<file path="config.mk">
export PLATFORM = sky130hd
export DESIGN_NAME = multiset_similarity_engine
export DESIGN_NICKNAME = d
export VERILOG_FILES = /design/src/design/msim_pkg.sv /design/src/design/msim_accum.sv /design/src/design/msim_iter.sv /design/src/design/multiset_similarity_engine.sv
export SDC_FILE = /design/constraint.sdc
export NUM_CORES = 2
export LEC_CHECK = 0
export BUFFER_PORTS_ARGS = -buffer_cell sky130_fd_sc_hd__buf_2
export CORE_ASPECT_RATIO = 0.5
export CORE_MARGIN = 5
export CORE_UTILIZATION = 25
export CTS_CLUSTER_DIAMETER = 80
export CTS_CLUSTER_SIZE = 12
export DETAILED_ROUTE_END_ITERATION = 12
export RECOVER_POWER = 100
export SYNTH_ARGS = -nofsm -noshare
export SYNTH_HDL_FRONTEND = slang
export SYNTH_SLANG_ARGS = --single-unit
</file>
<file path="constraint.sdc">
create_clock -name clk_i -period 12.59 [get_ports clk_i]
set_input_delay 3.777 -clock clk_i [delete_from_list [all_inputs] [get_ports clk_i]]
set_output_delay 3.777 -clock clk_i [all_outputs]
set_load 0.02 [all_outputs]
</file>
<file path="src/design/msim_pkg.sv">
package msim_pkg;

  typedef struct packed {
    logic [63:0] first_word;
    logic [63:0] second_word;
    logic        last_word;
  } in_item_t;

  typedef struct packed {
    logic [16:0] similarity_q16;
    logic [8:0]  hamming_distance;
    logic        empty_denominator;
    logic        bad_method;
  } out_item_t;

  typedef struct packed {
    logic [15:0] min_total;
    logic [15:0] max_total;
    logic [15:0] first_total;
    logic [15:0] second_total;
    logic [23:0] dot_total;
    logic [23:0] first_norm_total;
    logic [23:0] second_norm_total;
    logic [8:0]  mismatch_total;
  } totals_t;

  typedef struct packed {
    logic       start;
    logic       sqrt_mode;
    logic [5:0] steps;
  } iter_ctl_t;

  localparam logic [2:0] METH_JACCARD = 3'd0;
  localparam logic [2:0] METH_COSINE  = 3'd1;
  localparam logic [2:0] METH_HAMMING = 3'd2;
  localparam logic [2:0] METH_DICE    = 3'd3;
  localparam logic [2:0] METH_OVERLAP = 3'd4;

  localparam logic [16:0] ONE_Q16     = 17'h10000;
  localparam logic [5:0]  RATIO_STEPS = 6'd16;
  localparam logic [5:0]  COS_STEPS   = 6'd32;
  localparam logic [5:0]  SQRT_STEPS  = 6'd16;

endpackage

</file>
<file path="src/design/msim_accum.sv">
module msim_accum (
  input  logic             clk_i,
  input  logic             rst_ni,
  input  logic             en_i,
  input  logic             clr_i,
  input  logic [7:0]       e1_i,
  input  logic [7:0]       e2_i,
  output msim_pkg::totals_t totals_o
);
  import msim_pkg::*;

  totals_t tot_q, tot_d;
  logic [7:0]  lo, hi;
  logic [15:0] p12, p11, p22;

  function automatic logic [15:0] sat16(logic [15:0] acc, logic [15:0] v);
    logic [16:0] s;
    s = {1'b0, acc} + {1'b0, v};
    return s[16] ? 16'hFFFF : s[15:0];
  endfunction

  function automatic logic [23:0] sat24(logic [23:0] acc, logic [15:0] v);
    logic [24:0] s;
    s = {1'b0, acc} + 25'(v);
    return s[24] ? 24'hFFFFFF : s[23:0];
  endfunction

  always_comb begin
    lo  = (e1_i < e2_i) ? e1_i : e2_i;
    hi  = (e1_i < e2_i) ? e2_i : e1_i;
    p12 = e1_i * e2_i;
    p11 = e1_i * e1_i;
    p22 = e2_i * e2_i;
    tot_d = tot_q;
    if (clr_i) begin
      tot_d = '0;
    end else if (en_i) begin
      tot_d.min_total         = sat16(tot_q.min_total, {8'd0, lo});
      tot_d.max_total         = sat16(tot_q.max_total, {8'd0, hi});
      tot_d.first_total       = sat16(tot_q.first_total, {8'd0, e1_i});
      tot_d.second_total      = sat16(tot_q.second_total, {8'd0, e2_i});
      tot_d.dot_total         = sat24(tot_q.dot_total, p12);
      tot_d.first_norm_total  = sat24(tot_q.first_norm_total, p11);
      tot_d.second_norm_total = sat24(tot_q.second_norm_total, p22);
      if (((e1_i != 8'd0) != (e2_i != 8'd0)) && (tot_q.mismatch_total != 9'h1FF)) begin
        tot_d.mismatch_total = tot_q.mismatch_total + 9'd1;
      end
    end
  end

  always_ff @(posedge clk_i or negedge rst_ni) begin
    if (!rst_ni) begin
      tot_q <= '0;
    end else begin
      tot_q <= tot_d;
    end
  end

  assign totals_o = tot_q;

endmodule

</file>
<file path="src/design/msim_iter.sv">
module msim_iter (
  input  logic                clk_i,
  input  logic                rst_ni,
  input  msim_pkg::iter_ctl_t ctl_i,
  input  logic [47:0]         num_i,
  input  logic [47:0]         den_i,
  output logic                done_o,
  output logic [31:0]         res_o
);
  import msim_pkg::*;

  logic        busy_q, busy_d, done_q, done_d, mode_q, mode_d;
  logic [5:0]  cnt_q, cnt_d;
  logic [47:0] rem_q, rem_d, den_q, den_d;
  logic [31:0] quot_q, quot_d, root_q, root_d;
  logic [30:0] bit_q, bit_d;
  logic [32:0] trial;
  logic [49:0] opa, opb, diff;
  logic        ge;

  // One shared subtractor serves the restoring divide and the square root.
  always_comb begin
    trial = {1'b0, root_q} + {2'b0, bit_q};
    if (mode_q) begin
      opa = {18'd0, rem_q[31:0]};
      opb = {17'd0, trial};
    end else begin
      opa = {1'b0, rem_q, 1'b0};
      opb = {2'b0, den_q};
    end
    diff = opa - opb;
    ge   = !diff[49];
  end

  always_comb begin
    busy_d = busy_q;
    done_d = 1'b0;
    mode_d = mode_q;
    cnt_d  = cnt_q;
    rem_d  = rem_q;
    den_d  = den_q;
    quot_d = quot_q;
    root_d = root_q;
    bit_d  = bit_q;
    if (ctl_i.start) begin
      busy_d = 1'b1;
      mode_d = ctl_i.sqrt_mode;
      cnt_d  = ctl_i.steps;
      rem_d  = num_i;
      den_d  = den_i;
      quot_d = '0;
      root_d = '0;
      bit_d  = 31'h40000000;
    end else if (busy_q) begin
      cnt_d = cnt_q - 6'd1;
      if (cnt_q == 6'd1) begin
        busy_d = 1'b0;
        done_d = 1'b1;
      end
      if (mode_q) begin
        bit_d = bit_q >> 2;
        if (ge) begin
          rem_d  = {16'd0, diff[31:0]};
          root_d = (root_q >> 1) + {1'b0, bit_q};
        end else begin
          root_d = root_q >> 1;
        end
      end else begin
        if (ge) begin
          rem_d  = diff[47:0];
          quot_d = {quot_q[30:0], 1'b1};
        end else begin
          rem_d  = opa[47:0];
          quot_d = {quot_q[30:0], 1'b0};
        end
      end
    end
  end

  always_ff @(posedge clk_i or negedge rst_ni) begin
    if (!rst_ni) begin
      busy_q <= 1'b0;
      done_q <= 1'b0;
      mode_q <= 1'b0;
      cnt_q  <= '0;
    end else begin
      busy_q <= busy_d;
      done_q <= done_d;
      mode_q <= mode_d;
      cnt_q  <= cnt_d;
    end
  end

  always_ff @(posedge clk_i) begin
    rem_q  <= rem_d;
    den_q  <= den_d;
    quot_q <= quot_d;
    root_q <= root_d;
    bit_q  <= bit_d;
  end

  assign done_o = done_q;
  assign res_o  = mode_q ? root_q : quot_q;

endmodule

</file>
<file path="src/design/multiset_similarity_engine.sv">
// Similarity engine for two signatures of 8-bit exponents.
// Input channel: in_valid_i / in_stall_o carry one word pair per transfer,
// LANES exponents of each signature, with last_word marking the final pair.
// Output channel: out_valid_o / out_stall_i carry one result per signature.
// The method register is written through cfg_we_i / cfg_data_i; the user
// must write it only while idle, as the block itself does not enforce it.
// Each word is taken in S_IDLE; then one lane per cycle passes through a
// single min/max/multiply and saturating-accumulate unit in S_LANE.
// After a last word, one shared subtract unit finishes the metric: Jaccard,
// Dice, overlap and Hamming use a 16-step divide; cosine uses two multiplies
// on a shared 24x24 multiplier, a 32-step divide and a 16-step square root.
// Invalid methods and zero denominators go from S_PREP straight to S_DONE.
// Results sit in an output register; non-last words keep streaming while a
// result waits, and a new result waits until the previous transfer is taken.
// Reset clears all totals, the method register and the output valid.
module multiset_similarity_engine #(
  parameter int SIGNATURE_LENGTH = 64,
  parameter int LANES            = 8
) (
  input  logic                clk_i,
  input  logic                rst_ni,
  input  logic                in_valid_i,
  output logic                in_stall_o,
  input  msim_pkg::in_item_t  in_item_i,
  output logic                out_valid_o,
  input  logic                out_stall_i,
  output msim_pkg::out_item_t out_item_o,
  input  logic                cfg_we_i,
  input  logic [2:0]          cfg_data_i
);
  import msim_pkg::*;

  localparam int LaneW = (LANES > 1) ? $clog2(LANES) : 1;
  localparam logic [8:0] SigLen = 9'(SIGNATURE_LENGTH);

  typedef enum logic [3:0] {
    S_IDLE, S_LANE, S_PREP, S_MULA, S_MULB, S_CHK, S_DIV, S_SQRT, S_DONE
  } state_e;

  state_e      state_q, state_d;
  logic [63:0] a_q, a_d, b_q, b_d;
  logic        last_q, last_d, cos_q, cos_d;
  logic [LaneW-1:0] lane_q, lane_d;
  logic [47:0] num_q, num_d, den_q, den_d;
  logic [2:0]  method_q, method_d;
  out_item_t   res_q, res_d, out_item_q, out_item_d;
  logic        out_valid_q, out_valid_d;
  logic        acc_en, acc_clr, iter_done;
  logic [23:0] mul_a, mul_b;
  logic [47:0] product, iter_num;
  logic [31:0] iter_res;
  logic [16:0] dice_den;
  logic [15:0] ovl_den;
  iter_ctl_t   iter_ctl;
  totals_t     tot;

  msim_accum u_accum (
    .clk_i    (clk_i),
    .rst_ni   (rst_ni),
    .en_i     (acc_en),
    .clr_i    (acc_clr),
    .e1_i     (a_q[7:0]),
    .e2_i     (b_q[7:0]),
    .totals_o (tot)
  );

  msim_iter u_iter (
    .clk_i  (clk_i),
    .rst_ni (rst_ni),
    .ctl_i  (iter_ctl),
    .num_i  (iter_num),
    .den_i  (den_q),
    .done_o (iter_done),
    .res_o  (iter_res)
  );

  assign mul_a    = (state_q == S_MULA) ? tot.dot_total : tot.first_norm_total;
  assign mul_b    = (state_q == S_MULA) ? tot.dot_total : tot.second_norm_total;
  assign product  = mul_a * mul_b;
  assign iter_num = (state_q == S_DIV) ? {16'd0, iter_res} : num_q;
  assign dice_den = {1'b0, tot.first_total} + {1'b0, tot.second_total};
  assign ovl_den  = (tot.first_total < tot.second_total) ? tot.first_total
                                                          : tot.second_total;

  always_comb begin
    state_d     = state_q;
    a_d         = a_q;
    b_d         = b_q;
    last_d      = last_q;
    cos_d       = cos_q;
    lane_d      = lane_q;
    num_d       = num_q;
    den_d       = den_q;
    res_d       = res_q;
    out_item_d  = out_item_q;
    out_valid_d = out_valid_q && out_stall_i;
    method_d    = cfg_we_i ? cfg_data_i : method_q;
    acc_en      = 1'b0;
    acc_clr     = 1'b0;
    iter_ctl    = '0;
    unique case (state_q)
      S_IDLE: begin
        if (in_valid_i) begin
          a_d     = in_item_i.first_word;
          b_d     = in_item_i.second_word;
          last_d  = in_item_i.last_word;
          lane_d  = '0;
          state_d = S_LANE;
        end
      end
      S_LANE: begin
        acc_en = 1'b1;
        a_d    = a_q >> 8;
        b_d    = b_q >> 8;
        if (lane_q == LaneW'(LANES - 1)) begin
          state_d = last_q ? S_PREP : S_IDLE;
        end else begin
          lane_d = lane_q + LaneW'(1);
        end
      end
      S_PREP: begin
        res_d = '0;
        res_d.hamming_distance = tot.mismatch_total;
        cos_d   = 1'b0;
        state_d = S_CHK;
        unique case (method_q)
          METH_JACCARD: begin
            num_d = 48'(tot.min_total);
            den_d = 48'(tot.max_total);
            if (tot.max_total == 16'd0) begin
              res_d.empty_denominator = 1'b1;
              state_d = S_DONE;
            end
          end
          METH_COSINE: begin
            cos_d   = 1'b1;
            state_d = S_MULA;
            if (tot.first_norm_total == 24'd0 || tot.second_norm_total == 24'd0) begin
              res_d.empty_denominator = 1'b1;
              state_d = S_DONE;
            end
          end
          METH_HAMMING: begin
            num_d = 48'(SigLen - tot.mismatch_total);
            den_d = 48'(SigLen);
            if (tot.mismatch_total >= SigLen) begin
              state_d = S_DONE;
            end
          end
          METH_DICE: begin
            num_d = 48'({tot.min_total, 1'b0});
            den_d = 48'(dice_den);
            if (dice_den == 17'd0) begin
              res_d.empty_denominator = 1'b1;
              state_d = S_DONE;
            end
          end
          METH_OVERLAP: begin
            num_d = 48'(tot.min_total);
            den_d = 48'(ovl_den);
            if (ovl_den == 16'd0) begin
              res_d.empty_denominator = 1'b1;
              state_d = S_DONE;
            end
          end
          default: begin
            res_d.bad_method = 1'b1;
            state_d = S_DONE;
          end
        endcase
      end
      S_MULA: begin
        num_d   = product;
        state_d = S_MULB;
      end
      S_MULB: begin
        den_d   = product;
        state_d = S_CHK;
      end
      S_CHK: begin
        if (num_q >= den_q) begin
          res_d.similarity_q16 = ONE_Q16;
          state_d = S_DONE;
        end else begin
          iter_ctl.start = 1'b1;
          iter_ctl.steps = cos_q ? COS_STEPS : RATIO_STEPS;
          state_d = S_DIV;
        end
      end
      S_DIV: begin
        if (iter_done) begin
          if (cos_q) begin
            iter_ctl.start     = 1'b1;
            iter_ctl.sqrt_mode = 1'b1;
            iter_ctl.steps     = SQRT_STEPS;
            state_d = S_SQRT;
          end else begin
            res_d.similarity_q16 = {1'b0, iter_res[15:0]};
            state_d = S_DONE;
          end
        end
      end
      S_SQRT: begin
        if (iter_done) begin
          res_d.similarity_q16 = iter_res[16:0];
          state_d = S_DONE;
        end
      end
      S_DONE: begin
        if (!out_valid_q || !out_stall_i) begin
          out_item_d  = res_q;
          out_valid_d = 1'b1;
          acc_clr     = 1'b1;
          state_d     = S_IDLE;
        end
      end
      default: state_d = S_IDLE;
    endcase
  end

  always_ff @(posedge clk_i or negedge rst_ni) begin
    if (!rst_ni) begin
      state_q     <= S_IDLE;
      out_valid_q <= 1'b0;
      method_q    <= METH_JACCARD;
      lane_q      <= '0;
      last_q      <= 1'b0;
      cos_q       <= 1'b0;
    end else begin
      state_q     <= state_d;
      out_valid_q <= out_valid_d;
      method_q    <= method_d;
      lane_q      <= lane_d;
      last_q      <= last_d;
      cos_q       <= cos_d;
    end
  end

  always_ff @(posedge clk_i) begin
    a_q        <= a_d;
    b_q        <= b_d;
    num_q      <= num_d;
    den_q      <= den_d;
    res_q      <= res_d;
    out_item_q <= out_item_d;
  end

  assign in_stall_o  = (state_q != S_IDLE);
  assign out_valid_o = out_valid_q;
  assign out_item_o  = out_item_q;

endmodule

</file>
==> run_results.csv <==
group,metric,value,unit
drt,wire_per_inst,17.24,µm
cells_and_area,drive_above_1_share,5.348,%
synthesis,synthDistinctLibCells,85,
worst_setup_path,critPathBufInv,8,
synthesis,ys_ff_latch,623,
drt,drtIter0Drc,3456,
floorplan,io_pins,167,
synthesis,synth_edf_count,376,
timing,rsz0062_at_grt,"no",
drt,drt_wl_total,174.7,mm
floorplan,rows,128,
synthesis,syn_area,0.06139,mm²
timing,slew_headroom,-152.2,%
clocking,clock_tree.root_cell,"clkbuf_16",
timing,fmax,0.08992,GHz
cells_and_area,fin_nets,8094,
synthesis,synth.top_cell.area_share,20.09,%
grt,grt_use_total,13.38,%
clocking,cts_setup_buffers,0,
clocking,cts_hold_buf,0,
grt,grt_start_max_net_pins,102,
cells_and_area,fill_cells,25950,
clocking,cts_buffers,60,
drt,drt_pass1_iterations,6,
synthesis,yosysSeqAreaShare,27.81,%
worst_setup_path,end_kind,"register",
timing,setup_violations,0,
timing,fin_crit,11.12,ns
floorplan,die_y,360.4,µm
timing,fin_hold_ws,0.4191,ns
worst_setup_path,cp_slowest_cell,"nand3_1",
cells_and_area,areaGrowthSynthToFinish,9.714,%
synthesis,postSynth.asyncResetShare,26.81,%
placed_design,place_congestion,0.9299,
timing,final.setup.tns,0,ns
pwr,p_leak,29.61,nW
timing,skew,0.07147,ns
clocking,post_cts_resized,0,
synthesis,synth_nets,8108,
worst_setup_path,path_class,"register to register",
worst_setup_path,critPathLaunchType,"register",
worst_setup_path,worst_ep_required_time,12.98,ns
worst_setup_path,crit_fanout,59,
grt,grt_pass1_vias,48790,
worst_setup_path,cp.arrival,11.51,ns
timing,period_share,88.33,%
clocking,clock_latency,0.72,ns
synthesis,ys_warn_count,0,
clocking,h-tree-depth,2,
synthesis,synthTopCellsByArea,"fa_1 20%, edfxtp_1 18%, ha_1 10%",
outcome,status,"finished, violations left",
floorplan,coreArea,0.2439,mm²
clocking,cts_tree,"built",
clocking,cts.sinks,623,
worst_setup_path,crit_family,"adder cells",
clocking,clkTransAtPathRegs,0.07,ns
grt,grt_pass1_wl,277.4,mm
clocking,cts_buffer_depth,3,
timing,worst_slew_pin_slew,3.784,ns
timing,maxSlewViolCount,1153,
synthesis,netlist_instances,6847,
floorplan,die_w,710.8,µm
drt,via_count,47760,
pwr,p_per_area,59.46,mW/mm²
floorplan,start_util,25.17,%
timing,timing.final.hold_violations,0,
worst_setup_path,critPathMaxStageDelay,1.02,ns
outcome,violations,"max-capacitance violations, max-slew violations",
placed_design,io_buffers,166,
pwr,max-vdd-ir-drop,0.1065,mV
run,drv_cap,22,
placed_design,dp_hpwl,133.6,mm
grt,antenna_found_initial,8,
drt,post-route-drc-count,0,
drt,avgViaCountPerCell,4.712,
drt,ant_nets,0,
synthesis,synth_top_flop_cell,"edfxtp_1",
synthesis,synth.avg_cell_area,8.966,µm²
synthesis,synth_top_cell_by_area,"fa_1",
grt,grt-ovfl-total,0,
hold_path,hold_path_class,"register to register",
worst_setup_path,cpMostUsedCell,"fa_1",
floorplan,die_area,0.2562,mm²
## metrics by stage
stage               area, µm²  util, %  setup WS, ns  power (mW)  std cells
floorplan               61390        -         3.754       2.237       6847
global placement        65810    26.98         2.422       2.287      10020
detailed placement      65810    26.98         2.321       2.288      10020
CTS                     67610    27.72         2.276       4.061      10130
global route            67350    27.61        0.8631       4.151      10140
finish                  67350    27.61         1.469       4.005      10140
## worst register-to-register path, delay by kind of cell, from the launching register on
family | cells | cell delay, ns
AOI/OAI and AO/OA | 10 | 3.02
xor gates and xnor gates | 1 | 0.19
buffers and inverters | 8 | 1.55
and+or+nand+nor | 4 | 1.79
DFF | 1 | 0.44
adders and majority gates | 8 | 3.82
## cell usage in the layout, fill, tap and decap left out, drive strengths merged, types with 29 or more instances in the layout
master,count
a211oi,52
a21o,86
a21oi,445
a31oi,112
and2,84
and3,37
buf,200
clkbuf,164
dfrtp,167
dfxtp,80
edfxtp,376
fa,616
ha,508
inv,878
mux2,57
mux2i,91
nand2,1128
nand2b,34
nand3,64
nand4,37
nor2,602
nor2b,80
nor3,67
nor4,45
o211ai,46
o21a,29
o21ai,275
o21bai,34
xnor2,147
xor2,89
## Yosys cell counts, types with 10 or more instances
master and instances:
a211oi_1 52, a21o_1 86, a21oi_1 445, a221oi_1 11, a22o_1 10, a22oi_1 14, a311oi_1 11, a31oi_1 111
and2_1 82, and3_1 37, buf_1 23, buf_2 13, clkbuf_1 294, dfrtp_1 167, dfxtp_1 80, edfxtp_1 376
fa_1 616, ha_1 508, inv_1 874, mux2_2 57, mux2i_1 91, nand2_1 1128, nand2b_1 34, nand3_1 64
nand4_1 37, nor2_1 602, nor2b_1 80, nor3_1 67, nor4_1 45, o211a_1 11, o211ai_1 37, o21a_1 29
o21ai_0 212, o21ai_1 62, o21bai_1 34, o31ai_1 19, or2_2 15, or3_1 12, xnor2_1 147, xor2_1 89
## path summary, 6_finish.rpt
kind,from,end,slack (ns),cells past startpoint
min in group asynchronous,rst_ni,u_accum.totals_o[65],4.06,1
min,res_q[4],out_item_o[4],0.42,0
min reg2reg,res_q[4],out_item_o[4],0.42,0
max in group asynchronous,rst_ni,u_accum.totals_o[123],3.02,3
max,state_q[3],num_q[44],1.47,31
max reg2reg,state_q[3],num_q[44],1.47,31
## power breakdown
group | switching (mW) | leakage, nW | total (mW) | internal (mW)
combinational | 0.0532 | 22.9 | 0.0851 | 0.0319
sequential | 0.00450 | 5.87 | 2.16 | 2.15
clock | 0.854 | 0.851 | 1.76 | 0.907
## routing by layer
metal / GRT usage (%) / vias to the layer above / part of all wire, %
li1: - / 22670 / -
met1: 17.85 / 23440 / 44
met2: 22.18 / 1342 / 46
met3: 2.104 / 303 / 6.5
met4: 4.322 / 0 / 3.3
met5: 0 / - / 0
## flip-flops by register name, indices dropped and copies added, names as in the netlist, 3 cells and up
| register | count |
|---|---|
| den_q | 48 |
| u_iter.den_q | 48 |
| b_q | 64 |
| out_item_o | 28 |
| u_iter.bit_q | 16 |
| u_iter.rem_q | 48 |
| u_accum.totals_o | 145 |
| a_q | 64 |
| method_q | 3 |
| state_q | 4 |
| u_iter.cnt_q | 6 |
| lane_q | 3 |
| u_iter.root_q | 32 |
| u_iter.quot_q | 32 |
| num_q | 48 |
| res_q | 28 |
## logic make-up after synthesis
logic type / after synthesis / share of synthesized area (%)
muxes: 148 / 2.529
adders and majority gates: 1124 / 30.44
xor gates and xnor gates: 236 / 3.367
and+or+nand+nor: 2241 / 15.65
AOI/OAI and AO/OA: 1257 / 12.66
DFF: 623 / 27.81
buffers and inverters: 1218 / 7.547
## layout make-up
class                      instances  area (µm²)  share of cell area, %
multi-input combinational       5006       39690                  58.93
sequential                       623       17070                  25.35
tap                             3250        4066                  6.038
inverter                         880        3304                  4.906
clock buffer                     102        1669                  2.478
timing repair buffer             262        1410                  2.094
clock inverter                     8       130.1                 0.1932
antenna                            4       10.01                0.01486
Note: power is estimated with default switching activity, not from simulation.
